--- src/rtl/sppid_pkg.sv ---
// Package: item, configuration and state types for the servo position PID step.
package sppid_pkg;

    localparam int CFG_DATA_W  = 17;
    localparam int CFG_INDEX_W = 3;

    typedef enum logic [CFG_INDEX_W-1:0] {
        REG_KP_GAIN,
        REG_KI_GAIN,
        REG_KD_GAIN,
        REG_KI_SHIFT,
        REG_KD_SHIFT,
        REG_PWM_LIMIT,
        REG_WRAP_THRESHOLD,
        REG_COUNTER_SPAN
    } t_reg_index;

    localparam logic signed [15:0] KP_GAIN_RST        = 16'sd100;
    localparam logic signed [15:0] KI_GAIN_RST        = 16'sd25;
    localparam logic signed [15:0] KD_GAIN_RST        = 16'sd20000;
    localparam logic [4:0]         KI_SHIFT_RST       = 5'd5;
    localparam logic [4:0]         KD_SHIFT_RST       = 5'd4;
    localparam logic [15:0]        PWM_LIMIT_RST      = 16'd1023;
    localparam logic [15:0]        WRAP_THRESHOLD_RST = 16'd32767;
    localparam logic [16:0]        COUNTER_SPAN_RST   = 17'd65536;

    typedef struct packed {
        logic [9:0]  ref_sample;
        logic [15:0] encoder_count;
    } t_in_item;

    typedef struct packed {
        logic [15:0]        pwm_forward;
        logic [15:0]        pwm_reverse;
        logic               saturated;
        logic signed [15:0] drive_value;
        logic signed [15:0] position;
        logic signed [15:0] filtered_reference;
    } t_out_item;

    typedef struct packed {
        logic signed [15:0] kp_gain;
        logic signed [15:0] ki_gain;
        logic signed [15:0] kd_gain;
        logic [4:0]         ki_shift;
        logic [4:0]         kd_shift;
        logic [15:0]        pwm_limit;
        logic [15:0]        wrap_threshold;
        logic [16:0]        counter_span;
    } t_cfg;

    typedef struct packed {
        logic signed [15:0] reference_filter;
        logic signed [15:0] error_sum;
        logic signed [15:0] previous_error;
    } t_state;

endpackage

--- src/rtl/sppid_step.sv ---
// One control tick: filter, position, PID terms, clamp with anti-windup, PWM split.
module sppid_step (
    input  sppid_pkg::t_in_item  i_item,
    input  sppid_pkg::t_cfg      i_cfg,
    input  sppid_pkg::t_state    i_state,
    output sppid_pkg::t_out_item o_result,
    output sppid_pkg::t_state    o_state_next
);

    logic [15:0]        pos_u;
    logic [19:0]        rf_x;
    logic [19:0]        filt7;
    logic signed [15:0] filt;
    logic signed [15:0] position;
    logic signed [15:0] err;
    logic signed [15:0] esum;
    logic signed [15:0] diff;
    logic signed [31:0] prod_p;
    logic signed [31:0] prod_i;
    logic signed [31:0] prod_d;
    logic signed [31:0] term_i;
    logic signed [31:0] term_d;
    logic signed [31:0] sum;
    logic signed [31:0] lim;
    logic signed [31:0] neg_lim;
    logic               sat_hi;
    logic               sat_lo;
    logic               sat;
    logic signed [31:0] drive;
    logic signed [31:0] neg_drive;

    always_comb begin
        if (i_item.encoder_count > i_cfg.wrap_threshold) begin
            pos_u = i_item.encoder_count - i_cfg.counter_span[15:0];
        end else begin
            pos_u = i_item.encoder_count;
        end
        position = $signed(pos_u);

        // 7/8 low-pass: (7*f + sample) >>> 3, low 16 bits
        rf_x  = {{4{i_state.reference_filter[15]}}, i_state.reference_filter};
        filt7 = (rf_x << 3) - rf_x + {10'd0, i_item.ref_sample};
        filt  = $signed(filt7[18:3]);

        err  = filt - position;
        esum = i_state.error_sum + err;
        diff = err - i_state.previous_error;

        prod_p = i_cfg.kp_gain * err;
        prod_i = i_cfg.ki_gain * esum;
        prod_d = i_cfg.kd_gain * diff;
        term_i = prod_i >>> i_cfg.ki_shift;
        term_d = prod_d >>> i_cfg.kd_shift;
        sum    = prod_p + term_i + term_d;

        lim     = $signed({16'd0, i_cfg.pwm_limit});
        neg_lim = -lim;
        sat_hi  = sum > lim;
        sat_lo  = sum < neg_lim;
        sat     = sat_hi | sat_lo;
        if (sat_hi) begin
            drive = lim;
        end else if (sat_lo) begin
            drive = neg_lim;
        end else begin
            drive = sum;
        end
        neg_drive = -drive;

        o_result.pwm_forward        = drive[31] ? 16'd0 : drive[15:0];
        o_result.pwm_reverse        = drive[31] ? neg_drive[15:0] : 16'd0;
        o_result.saturated          = sat;
        o_result.drive_value        = $signed(drive[15:0]);
        o_result.position           = position;
        o_result.filtered_reference = filt;

        // anti-windup: taking the error back out leaves the old sum
        o_state_next.reference_filter = filt;
        o_state_next.error_sum        = sat ? i_state.error_sum : esum;
        o_state_next.previous_error   = err;
    end

endmodule

--- src/rtl/servo_position_pid_step.sv ---
// Top level: servo position PID step with input register, result register and config.
//
// Usage:
//   Input channel (i_in_valid / o_in_stall / i_in_item) carries one control tick:
//   a 10-bit reference sample and a 16-bit encoder counter value. An item is
//   taken at a rising edge with valid high and stall low.
//   Output channel (o_out_valid / i_out_stall / o_out_item) returns one result
//   per item: forward/reverse duty, saturation flag, clamped drive, position
//   and filtered reference.
//   An accepted item is held in the input register and its result then in the
//   result register. Throughput: one item per cycle while the receiver does not
//   stall; the whole step, including the integral update with its clamp feedback,
//   is one combinational pass between the input register and the result register.
//   When the receiver stalls, the result holds and the input register still
//   takes one more item; the input side then stalls until the result moves.
//   Reset clears filter, integral and previous error to zero, loads the register
//   defaults and empties both stages. Configuration writes (i_cfg_we, i_cfg_index,
//   i_cfg_data) take effect at the next edge; the user must make them only while
//   no item is in flight, since the block itself does not enforce this.
module servo_position_pid_step (
    input  logic                                  i_clk,
    input  logic                                  i_rst_n,
    input  logic                                  i_in_valid,
    output logic                                  o_in_stall,
    input  sppid_pkg::t_in_item                   i_in_item,
    output logic                                  o_out_valid,
    input  logic                                  i_out_stall,
    output sppid_pkg::t_out_item                  o_out_item,
    input  logic                                  i_cfg_we,
    input  logic [sppid_pkg::CFG_INDEX_W-1:0]     i_cfg_index,
    input  logic [sppid_pkg::CFG_DATA_W-1:0]      i_cfg_data
);

    sppid_pkg::t_cfg      r_cfg;
    sppid_pkg::t_cfg      n_cfg;
    sppid_pkg::t_state    r_state;
    sppid_pkg::t_state    n_state;
    sppid_pkg::t_in_item  r_in_item;
    logic                 r_in_valid;
    sppid_pkg::t_out_item r_out_item;
    logic                 r_out_valid;
    sppid_pkg::t_out_item step_result;
    logic                 in_take;
    logic                 out_move;

    assign out_move   = r_in_valid & (~r_out_valid | ~i_out_stall);
    assign o_in_stall = r_in_valid & ~out_move;
    assign in_take    = i_in_valid & ~o_in_stall;

    assign o_out_valid = r_out_valid;
    assign o_out_item  = r_out_item;

    sppid_step u_step (
        .i_item       (r_in_item),
        .i_cfg        (r_cfg),
        .i_state      (r_state),
        .o_result     (step_result),
        .o_state_next (n_state)
    );

    always_comb begin
        n_cfg = r_cfg;
        if (i_cfg_we) begin
            unique case (sppid_pkg::t_reg_index'(i_cfg_index))
                sppid_pkg::REG_KP_GAIN:        n_cfg.kp_gain        = $signed(i_cfg_data[15:0]);
                sppid_pkg::REG_KI_GAIN:        n_cfg.ki_gain        = $signed(i_cfg_data[15:0]);
                sppid_pkg::REG_KD_GAIN:        n_cfg.kd_gain        = $signed(i_cfg_data[15:0]);
                sppid_pkg::REG_KI_SHIFT:       n_cfg.ki_shift       = i_cfg_data[4:0];
                sppid_pkg::REG_KD_SHIFT:       n_cfg.kd_shift       = i_cfg_data[4:0];
                sppid_pkg::REG_PWM_LIMIT:      n_cfg.pwm_limit      = i_cfg_data[15:0];
                sppid_pkg::REG_WRAP_THRESHOLD: n_cfg.wrap_threshold = i_cfg_data[15:0];
                sppid_pkg::REG_COUNTER_SPAN:   n_cfg.counter_span   = i_cfg_data[16:0];
                default:                       n_cfg = r_cfg;
            endcase
        end
    end

    always_ff @(posedge i_clk) begin
        if (!i_rst_n) begin
            r_cfg.kp_gain        <= sppid_pkg::KP_GAIN_RST;
            r_cfg.ki_gain        <= sppid_pkg::KI_GAIN_RST;
            r_cfg.kd_gain        <= sppid_pkg::KD_GAIN_RST;
            r_cfg.ki_shift       <= sppid_pkg::KI_SHIFT_RST;
            r_cfg.kd_shift       <= sppid_pkg::KD_SHIFT_RST;
            r_cfg.pwm_limit      <= sppid_pkg::PWM_LIMIT_RST;
            r_cfg.wrap_threshold <= sppid_pkg::WRAP_THRESHOLD_RST;
            r_cfg.counter_span   <= sppid_pkg::COUNTER_SPAN_RST;
            r_state              <= '0;
            r_in_valid           <= 1'b0;
            r_out_valid          <= 1'b0;
        end else begin
            r_cfg <= n_cfg;
            if (out_move) begin
                r_state <= n_state;
            end
            if (in_take) begin
                r_in_valid <= 1'b1;
            end else if (out_move) begin
                r_in_valid <= 1'b0;
            end
            if (out_move) begin
                r_out_valid <= 1'b1;
            end else if (~i_out_stall) begin
                r_out_valid <= 1'b0;
            end
        end
    end

    always_ff @(posedge i_clk) begin
        if (in_take) begin
            r_in_item <= i_in_item;
        end
        if (out_move) begin
            r_out_item <= step_result;
        end
    end

    a_stall_only_when_full: assert property (@(posedge i_clk) disable iff (!i_rst_n)
        o_in_stall |-> r_in_valid)
        else $error("input stalled with empty input register");

    a_take_fills: assert property (@(posedge i_clk) disable iff (!i_rst_n)
        in_take |=> r_in_valid)
        else $error("accepted item not held in input register");

    a_one_direction: assert property (@(posedge i_clk) disable iff (!i_rst_n)
        o_out_valid |-> (o_out_item.pwm_forward == 16'd0 || o_out_item.pwm_reverse == 16'd0))
        else $error("forward and reverse duty both active");

    a_sat_at_limit: assert property (@(posedge i_clk) disable iff (!i_rst_n)
        (o_out_valid && o_out_item.saturated) |->
            ($unsigned(o_out_item.drive_value) == r_cfg.pwm_limit ||
             $unsigned(o_out_item.drive_value) == 16'(-r_cfg.pwm_limit)))
        else $error("saturated drive not at limit");

endmodule
--- config.mk ---
export PLATFORM = sky130hd
export DESIGN_NAME = servo_position_pid_step
export DESIGN_NICKNAME = d
export VERILOG_FILES = /design/src/rtl/sppid_pkg.sv /design/src/rtl/sppid_step.sv /design/src/rtl/servo_position_pid_step.sv
export SDC_FILE = /design/constraint.sdc
export NUM_CORES = 2
export LEC_CHECK = 0
export ABC_CLOCK_PERIOD_IN_PS = 22000
export BUFFER_PORTS_ARGS = -buffer_cell sky130_fd_sc_hd__buf_2
export CORE_AREA = 2 2 383 537
export CTS_BUF_LIST = sky130_fd_sc_hd__clkbuf_8
export DETAILED_ROUTE_END_ITERATION = 8
export DIE_AREA = 0 0 385 539
export HOLD_SLACK_MARGIN = 0.15
export PLACE_DENSITY = 0.38
export SYNTH_ARGS = -nofsm -noshare
export SYNTH_HDL_FRONTEND = slang
export SYNTH_SLANG_ARGS = --single-unit
--- constraint.sdc ---
create_clock -name i_clk -period 22 [get_ports i_clk]
set_clock_uncertainty 0.1 [all_clocks]
set_input_delay 4.4 -clock i_clk [delete_from_list [all_inputs] [get_ports i_clk]]
set_output_delay 4.4 -clock i_clk [all_outputs]
set_load 0.02 [all_outputs]
; ---- Yosys cells after proc, flatten, opt, wreduce, memory -nomap -nowiden
; Index checks and enable logic that the tools add are counted.
[totals]
latch_bits = 0
inputBits = 51
mem_bits_ro = 0
ram_bits = 0
reg_bits = 263
n_memories = 0
out_inout_bits = 83
wordCells = 75
[classes]
shift = 2
bitwise_logic = 10
mul = 3
order_cmp = 3
reduce_logical = 11
n_div = 0
n_eq_ne = 8
add_sub_neg = 10
mux = 7
[ops]
columns = op, count
row1 = multiplier 16 x 16 -> 32 bit, 3
row2 = adder 32 bit, 2
row3 = two-way mux 32 bit, 2
row4 = >>> shifter 32 x 5 -> 32 bit, 2
row5 = subtractor 16 bit, 3
row6 = > comparator 32 x 17 -> 1 bit, 1
row7 = < comparator 32 bit, 1
row8 = negation 16 -> 32 bit, 1
row9 = adder 19 x 10 -> 19 bit, 1
row10 = subtractor 19 x 16 -> 19 bit, 1
row11 = AND reduction 2 bit, 9
row12 = adder 16 bit, 1
row13 = > comparator 16 bit, 1
row14 = two-way mux 16 bit, 1
row15 = negation 16 bit, 1
row16 = equality test 3 bit (second input constant), 4
row17 = equality test 3 x 2 -> 1 bit (second input constant), 2
row18 = NOT 1 bit, 5
row19 = two-way mux 1 bit, 4
row20 = AND 1 bit, 3
row21 = equality test 3 x 1 -> 1 bit (second input constant), 1
row22 = logical NOT 3 bit, 1
row23 = inequality test 2 x 1 -> 1 bit (second input constant), 1
row24 = OR 1 bit, 2
row25 = nonzero test 2 bit, 1

; ---- Logic depth before layout (Yosys ltp)
[logic_depth]
word_depth = 12
ltp_mapped = 98
ltp_nobuf = 91

; ---- Hierarchy
; From an unflattened synthesis, not the netlist that was laid out.
[hier_totals]
hier_cells = 5667
area_unflattened_um2 = 51351.8
[modules_own_cells]
columns = module, n_inst, seq_area_each_um2, area_each_um2, cells_each
row1 = sppid_step, 1, 0.0, 42055.3, 4950
row2 = servo_position_pid_step, 1, 6356.1, 9296.4, 717

; ---- Worst setup path before layout
; OpenSTA, ideal clock, no wires.
[synth_path]
kind = register to register
startpoint = reg r_in_item[10] in the netlist's numbering
endpoint = reg r_out_item (netlist bit o_out_item[63]), data pin
path_stages_with_launch = 88
setup_slack_ns = 0.865
path_buffers = 5
arrival_time_ns = 20.774
required_time_ns = 21.638
synth_period_minus_slack_ns = 21.135
setup_ns = 0.262
path_cell_list = edfxtp_1 ha_1 a41o_1 a221oi_1 o21ai_1 o21ai_2 clkbuf_1 buf_1 nand2_1 o21ai_0 ha_1 fa_1 inv_1 a21o_1 maj3_1 maj3_1 o221a_2 a211oi_1 (+52 left out) a21oi_1 xnor2_1 xnor3_1 xor2_1 clkbuf_1 ha_1 nand4_1 nor2_1 o21a_1 o21ai_2 nand2_1 mux2_2 a21oi_1 ha_1 nand3_2 nor3_2 and3_1 nor3_1
[synth_rtl]
columns = item, line
row1 = "start, declared", servo_position_pid_step.sv:38  ; sppid_pkg::t_in_item r_in_item;
row2 = "start signal, assigned", servo_position_pid_step.sv:111  ; r_in_item <= i_in_item;
row3 = "end signal, assigned", servo_position_pid_step.sv:114  ; r_out_item <= step_result;
row4 = "end, declared", servo_position_pid_step.sv:40  ; sppid_pkg::t_out_item r_out_item;

; ---- Worst setup path in the final report
[layout_path]
startpoint = reg r_in_item[9] in the netlist's numbering
endpoint = reg r_out_item (netlist bit o_out_item[64]), data pin
[layout_between]
elab_chain_len = 12
elab_cells_between_ends = 18
cone_classes = add/sub (7) / mul (3) / order compare (3) / shift (2) / mux (3)
[layout_lines]
columns = item, line
row1 = subtractor 16 bit or > comparator 16 bit (tied branches), "sppid_step.sv:34, sppid_step.sv:33"
row2 = two-way mux 16 bit *, sppid_step.sv:33  ; if (i_item.encoder_count > i_cfg.wrap_threshold) begin
row3 = subtractor 16 bit *, sppid_step.sv:45  ; err = filt - position;
row4 = adder 16 bit, sppid_step.sv:46  ; esum = i_state.error_sum + err;
row5 = multiplier 16 x 16 -> 32 bit, sppid_step.sv:50  ; prod_i = i_cfg.ki_gain * esum;
row6 = >>> shifter 32 x 5 -> 32 bit, sppid_step.sv:52  ; term_i = prod_i >>> i_cfg.ki_shift;
row7 = adder 32 bit, sppid_step.sv:54  ; sum = prod_p + term_i + term_d;
row8 = adder 32 bit *, sppid_step.sv:54
row9 = < comparator 32 bit, sppid_step.sv:59  ; sat_lo = sum < neg_lim;
row10 = two-way mux 32 bit, sppid_step.sv:63  ; end else if (sat_lo) begin
row11 = two-way mux 32 bit *, sppid_step.sv:61  ; if (sat_hi) begin
row12 = negation 16 bit, sppid_step.sv:68  ; neg_drive = -drive;
; Every way passes the cells marked *; elsewhere a longest branch is shown, timed or not.
; A chain may end at the register's enable or synchronous reset.

==> results by group <==
Timing
  • Worst-case headroom to the max-slew limit: 22.6%
  • Actual transition at the worst max-transition pin: 1160 ps
  • Fmax: 47.5 MHz
  • Sum of negative setup slack: 0 ps
  • Final setup viols: 0
  • Final max-slew violation count: 0
  • Final Hold Viols: 0
  • Period utilization: 95.7%
  • Time the final worst path needs with I/O delays and setup: 21050 ps

Placed design
  • Placed cell areas: 0.0580 mm2
  • Port Buf Inserts: 132
  • DP Wirelength: 140000 um
  • Final estimated routing congestion in global placement: 0.852

Route
  • First-pass iteration count of the detailed router: 5
  • Average detailed-routed wire length per instance: 19.1 um
  • Post-detailed-routing wire length: 170000 um
  • Via count: 39600
  • Average via count per standard cell: 4.46
  • Post-DRT Antenna Nets: 0
  • Post-detailed-route DRC marker count: 0
  • Initial drt markers: 1683

Min path
  • Worst hold path type: register to register

Setup path
  • Critical-path top delay cell: sky130_fd_sc_hd__fa_1
  • Startpoint-to-endpoint class of the critical path: register to register
  • Bufs and invs on worst path: 17
  • Worst path top cell family by delay: adder cells
  • Worst Setup End Kind: register
  • Worst EP required: 22310 ps
  • Startpoint kind of the worst setup timing path: register
  • Maximum net fanout on the critical path: 8
  • Worst stage delay on the critical path: 570 ps
  • Signal arrival time at the worst endpoint: 21360 ps

Floorplanning
  • Floorplan core area: 0.203 mm2
  • Initial Util: 24.9%
  • Die Width: 385 um
  • Row Count: 196
  • Total die area: 0.208 mm2
  • Top Ports: 134
  • Vertical die dimension: 539 um

Clock network
  • Depth of the CTS H-tree: 2
  • Clk buf depth: 3
  • Root buffer selected by CTS: sky130_fd_sc_hd__clkbuf_8
  • Clock latency reported for the late side of the worst-skew pair: 700 ps
  • CTS Buf Count: 52
  • TritonCTS clock tree: yes
  • Sinks on the clock net: 263
  • Cts hold-fix bufs: 0
  • Clock slew at reported path FFs: 60 ps

Synthesis
  • Unique cell type count in the Yosys netlist: 102
  • Number of enable flip-flop cells after synthesis: 107
  • Post-synthesis sequential element count: 263
  • Count of mapped cells out of synthesis: 5677
  • Main synth FF type: sky130_fd_sc_hd__dfxtp_1
  • Sequential share of the synthesized area: 12.5%
  • Post-synth ARST share: 0%
  • Yosys warning count: 0
  • Average footprint of a synthesized cell: 8.90 um2
  • Cell area after synthesis: 0.0505 mm2
  • Synth Net Count: 6991

Global route
  • Vias in the first global route: 43200
  • Maximum number of pins on one net before global-route repair: 70
  • Gr ovfl total: 0
  • Wire length of the first global-routing pass: 263000 um
  • Number of antenna violations at the first check in global routing: 9
  • All-Layer GR Usage: 16.5%

Finish
  • Final Cell Area: 0.0598 mm2
  • Layout cells sized above 1: 15.6%
  • NumNets Final: 7479
  • Signed area change from the synthesized netlist to the final layout: 18.4%

Run
  • Number of max-cap violations: 0

Status
  • Outcome: completed
==> cell usage in the layout, fill, tap and decap left out, types with 38 or more instances in the layout <==
master,Yosys,layout
sky130_fd_sc_hd__nor3_1,60,52
sky130_fd_sc_hd__xnor2_1,144,131
sky130_fd_sc_hd__nor2b_1,85,83
sky130_fd_sc_hd__o21a_1,38,38
sky130_fd_sc_hd__clkbuf_8,0,57
sky130_fd_sc_hd__inv_1,1077,1086
sky130_fd_sc_hd__ha_1,406,402
sky130_fd_sc_hd__a21boi_0,104,103
sky130_fd_sc_hd__buf_4,0,502
sky130_fd_sc_hd__o211ai_1,40,40
sky130_fd_sc_hd__edfxtp_1,107,107
sky130_fd_sc_hd__buf_2,6,131
sky130_fd_sc_hd__dfxtp_1,156,154
sky130_fd_sc_hd__and2_1,342,342
sky130_fd_sc_hd__o21ai_0,137,107
sky130_fd_sc_hd__a21o_1,59,57
sky130_fd_sc_hd__a21oi_1,185,171
sky130_fd_sc_hd__nor2_1,243,241
sky130_fd_sc_hd__nand3_1,45,45
sky130_fd_sc_hd__xor2_1,56,47
sky130_fd_sc_hd__mux2i_1,102,100
sky130_fd_sc_hd__nand2_1,742,740
sky130_fd_sc_hd__fa_1,857,855
==> path summary, 6_finish.rpt <==
path | from | to | slack [ps] | cells past startpoint
worst max-delay path | r_in_item[9] | o_out_item[64] | 950 | 89
worst min-delay path | r_state[12] | r_state[12] | 360 | 2
worst max register to register | r_in_item[9] | o_out_item[64] | 950 | 89
worst min register to register | r_state[12] | r_state[12] | 360 | 2
==> logic make-up after synthesis <==
kind of cell / after synthesis / share of synthesized area, %
adder cells (fa/ha/maj): 1268 / 44.1
AND/OR/NAND/NOR: 1696 / 16.1
multiplexers: 151 / 3.45
buffers and inverters: 1311 / 9.80
AO/OA/AOI/OAI: 785 / 10.4
flip-flops: 263 / 12.5
XOR/XNOR: 203 / 3.59
==> synthesized netlist by cell type, types with 102 or more instances <==
cell	number	area share, %
sky130_fd_sc_hd__o21ai_0	137	1.4
sky130_fd_sc_hd__mux2i_1	102	2.0
sky130_fd_sc_hd__a21boi_0	104	1.5
sky130_fd_sc_hd__inv_1	1077	8.0
sky130_fd_sc_hd__ha_1	406	10
sky130_fd_sc_hd__dfxtp_1	156	6.2
sky130_fd_sc_hd__fa_1	857	34
sky130_fd_sc_hd__nand2_1	742	5.5
sky130_fd_sc_hd__edfxtp_1	107	6.4
sky130_fd_sc_hd__clkbuf_1	207	1.5
sky130_fd_sc_hd__nor2_1	243	1.8
sky130_fd_sc_hd__a21oi_1	185	1.8
sky130_fd_sc_hd__xnor2_1	144	2.5
sky130_fd_sc_hd__and2_1	342	4.2
==> tightest hold or removal path, stage by stage, from the launching register on <==
cell	delay (ps)
sky130_fd_sc_hd__dfxtp_1	310
sky130_fd_sc_hd__nand3_1	60
sky130_fd_sc_hd__nand2_1	50
==> layout make-up <==
class | count | area (um2)
multi-input cells | 4104 | 40000
repair buffers | 660 | 4960
diodes | 5 | 12.5
clock inverters | 39 | 284
inverters | 1084 | 4080
fillers | 21800 | 143000
flip-flops and latches | 263 | 6340
clock buffers | 57 | 785
well taps | 2673 | 3340
==> layer usage <==
| layer | share of wire [%] | wire (um) | vias up | global-route usage [%] |
|---|---|---|---|---|
| li1 | - | - | 18900 | - |
| met1 | 42 | 70800 | 20100 | 20.0 |
| met2 | 54 | 91800 | 430 | 31.7 |
| met3 | 2.1 | 3550 | 127 | 1.08 |
| met4 | 2.0 | 3440 | 0 | 2.93 |
| met5 | 0 | 0 | - | 0 |
==> flip-flops by register name, summed over array words and instances (netlist names) <==
name	count
r_state	48
o_out_valid	1
r_in_valid	1
o_out_item	81
r_in_item	26
r_cfg	106
==> stage by stage <==
step | cells | utilization, % | worst slack [ps] | hold WS (ps)
6_report | 8885 | 29.5 | 946 | 362
5_1_grt | 8881 | 29.5 | -35.9 | 393
4_1_cts | 8870 | 29.2 | 4.62 | 360
3_5_place_dp | 8772 | 28.6 | -871 | 353
3_3_place_gp | 8772 | 28.6 | -902 | 346
2_1_floorplan | 5677 | - | 865 | 334
==> repair_timing <==
action                                  in CTS  in global routing
pin swaps                                    6                 36
endpoints found under the setup margin      64                 64
buffers inserted                             1                 10
gates resized for setup                     30                129
gates cloned                                 1                  0
Power is not shown: default switching activity piles up to over one toggle a cycle in this logic, so the estimate is an artifact.
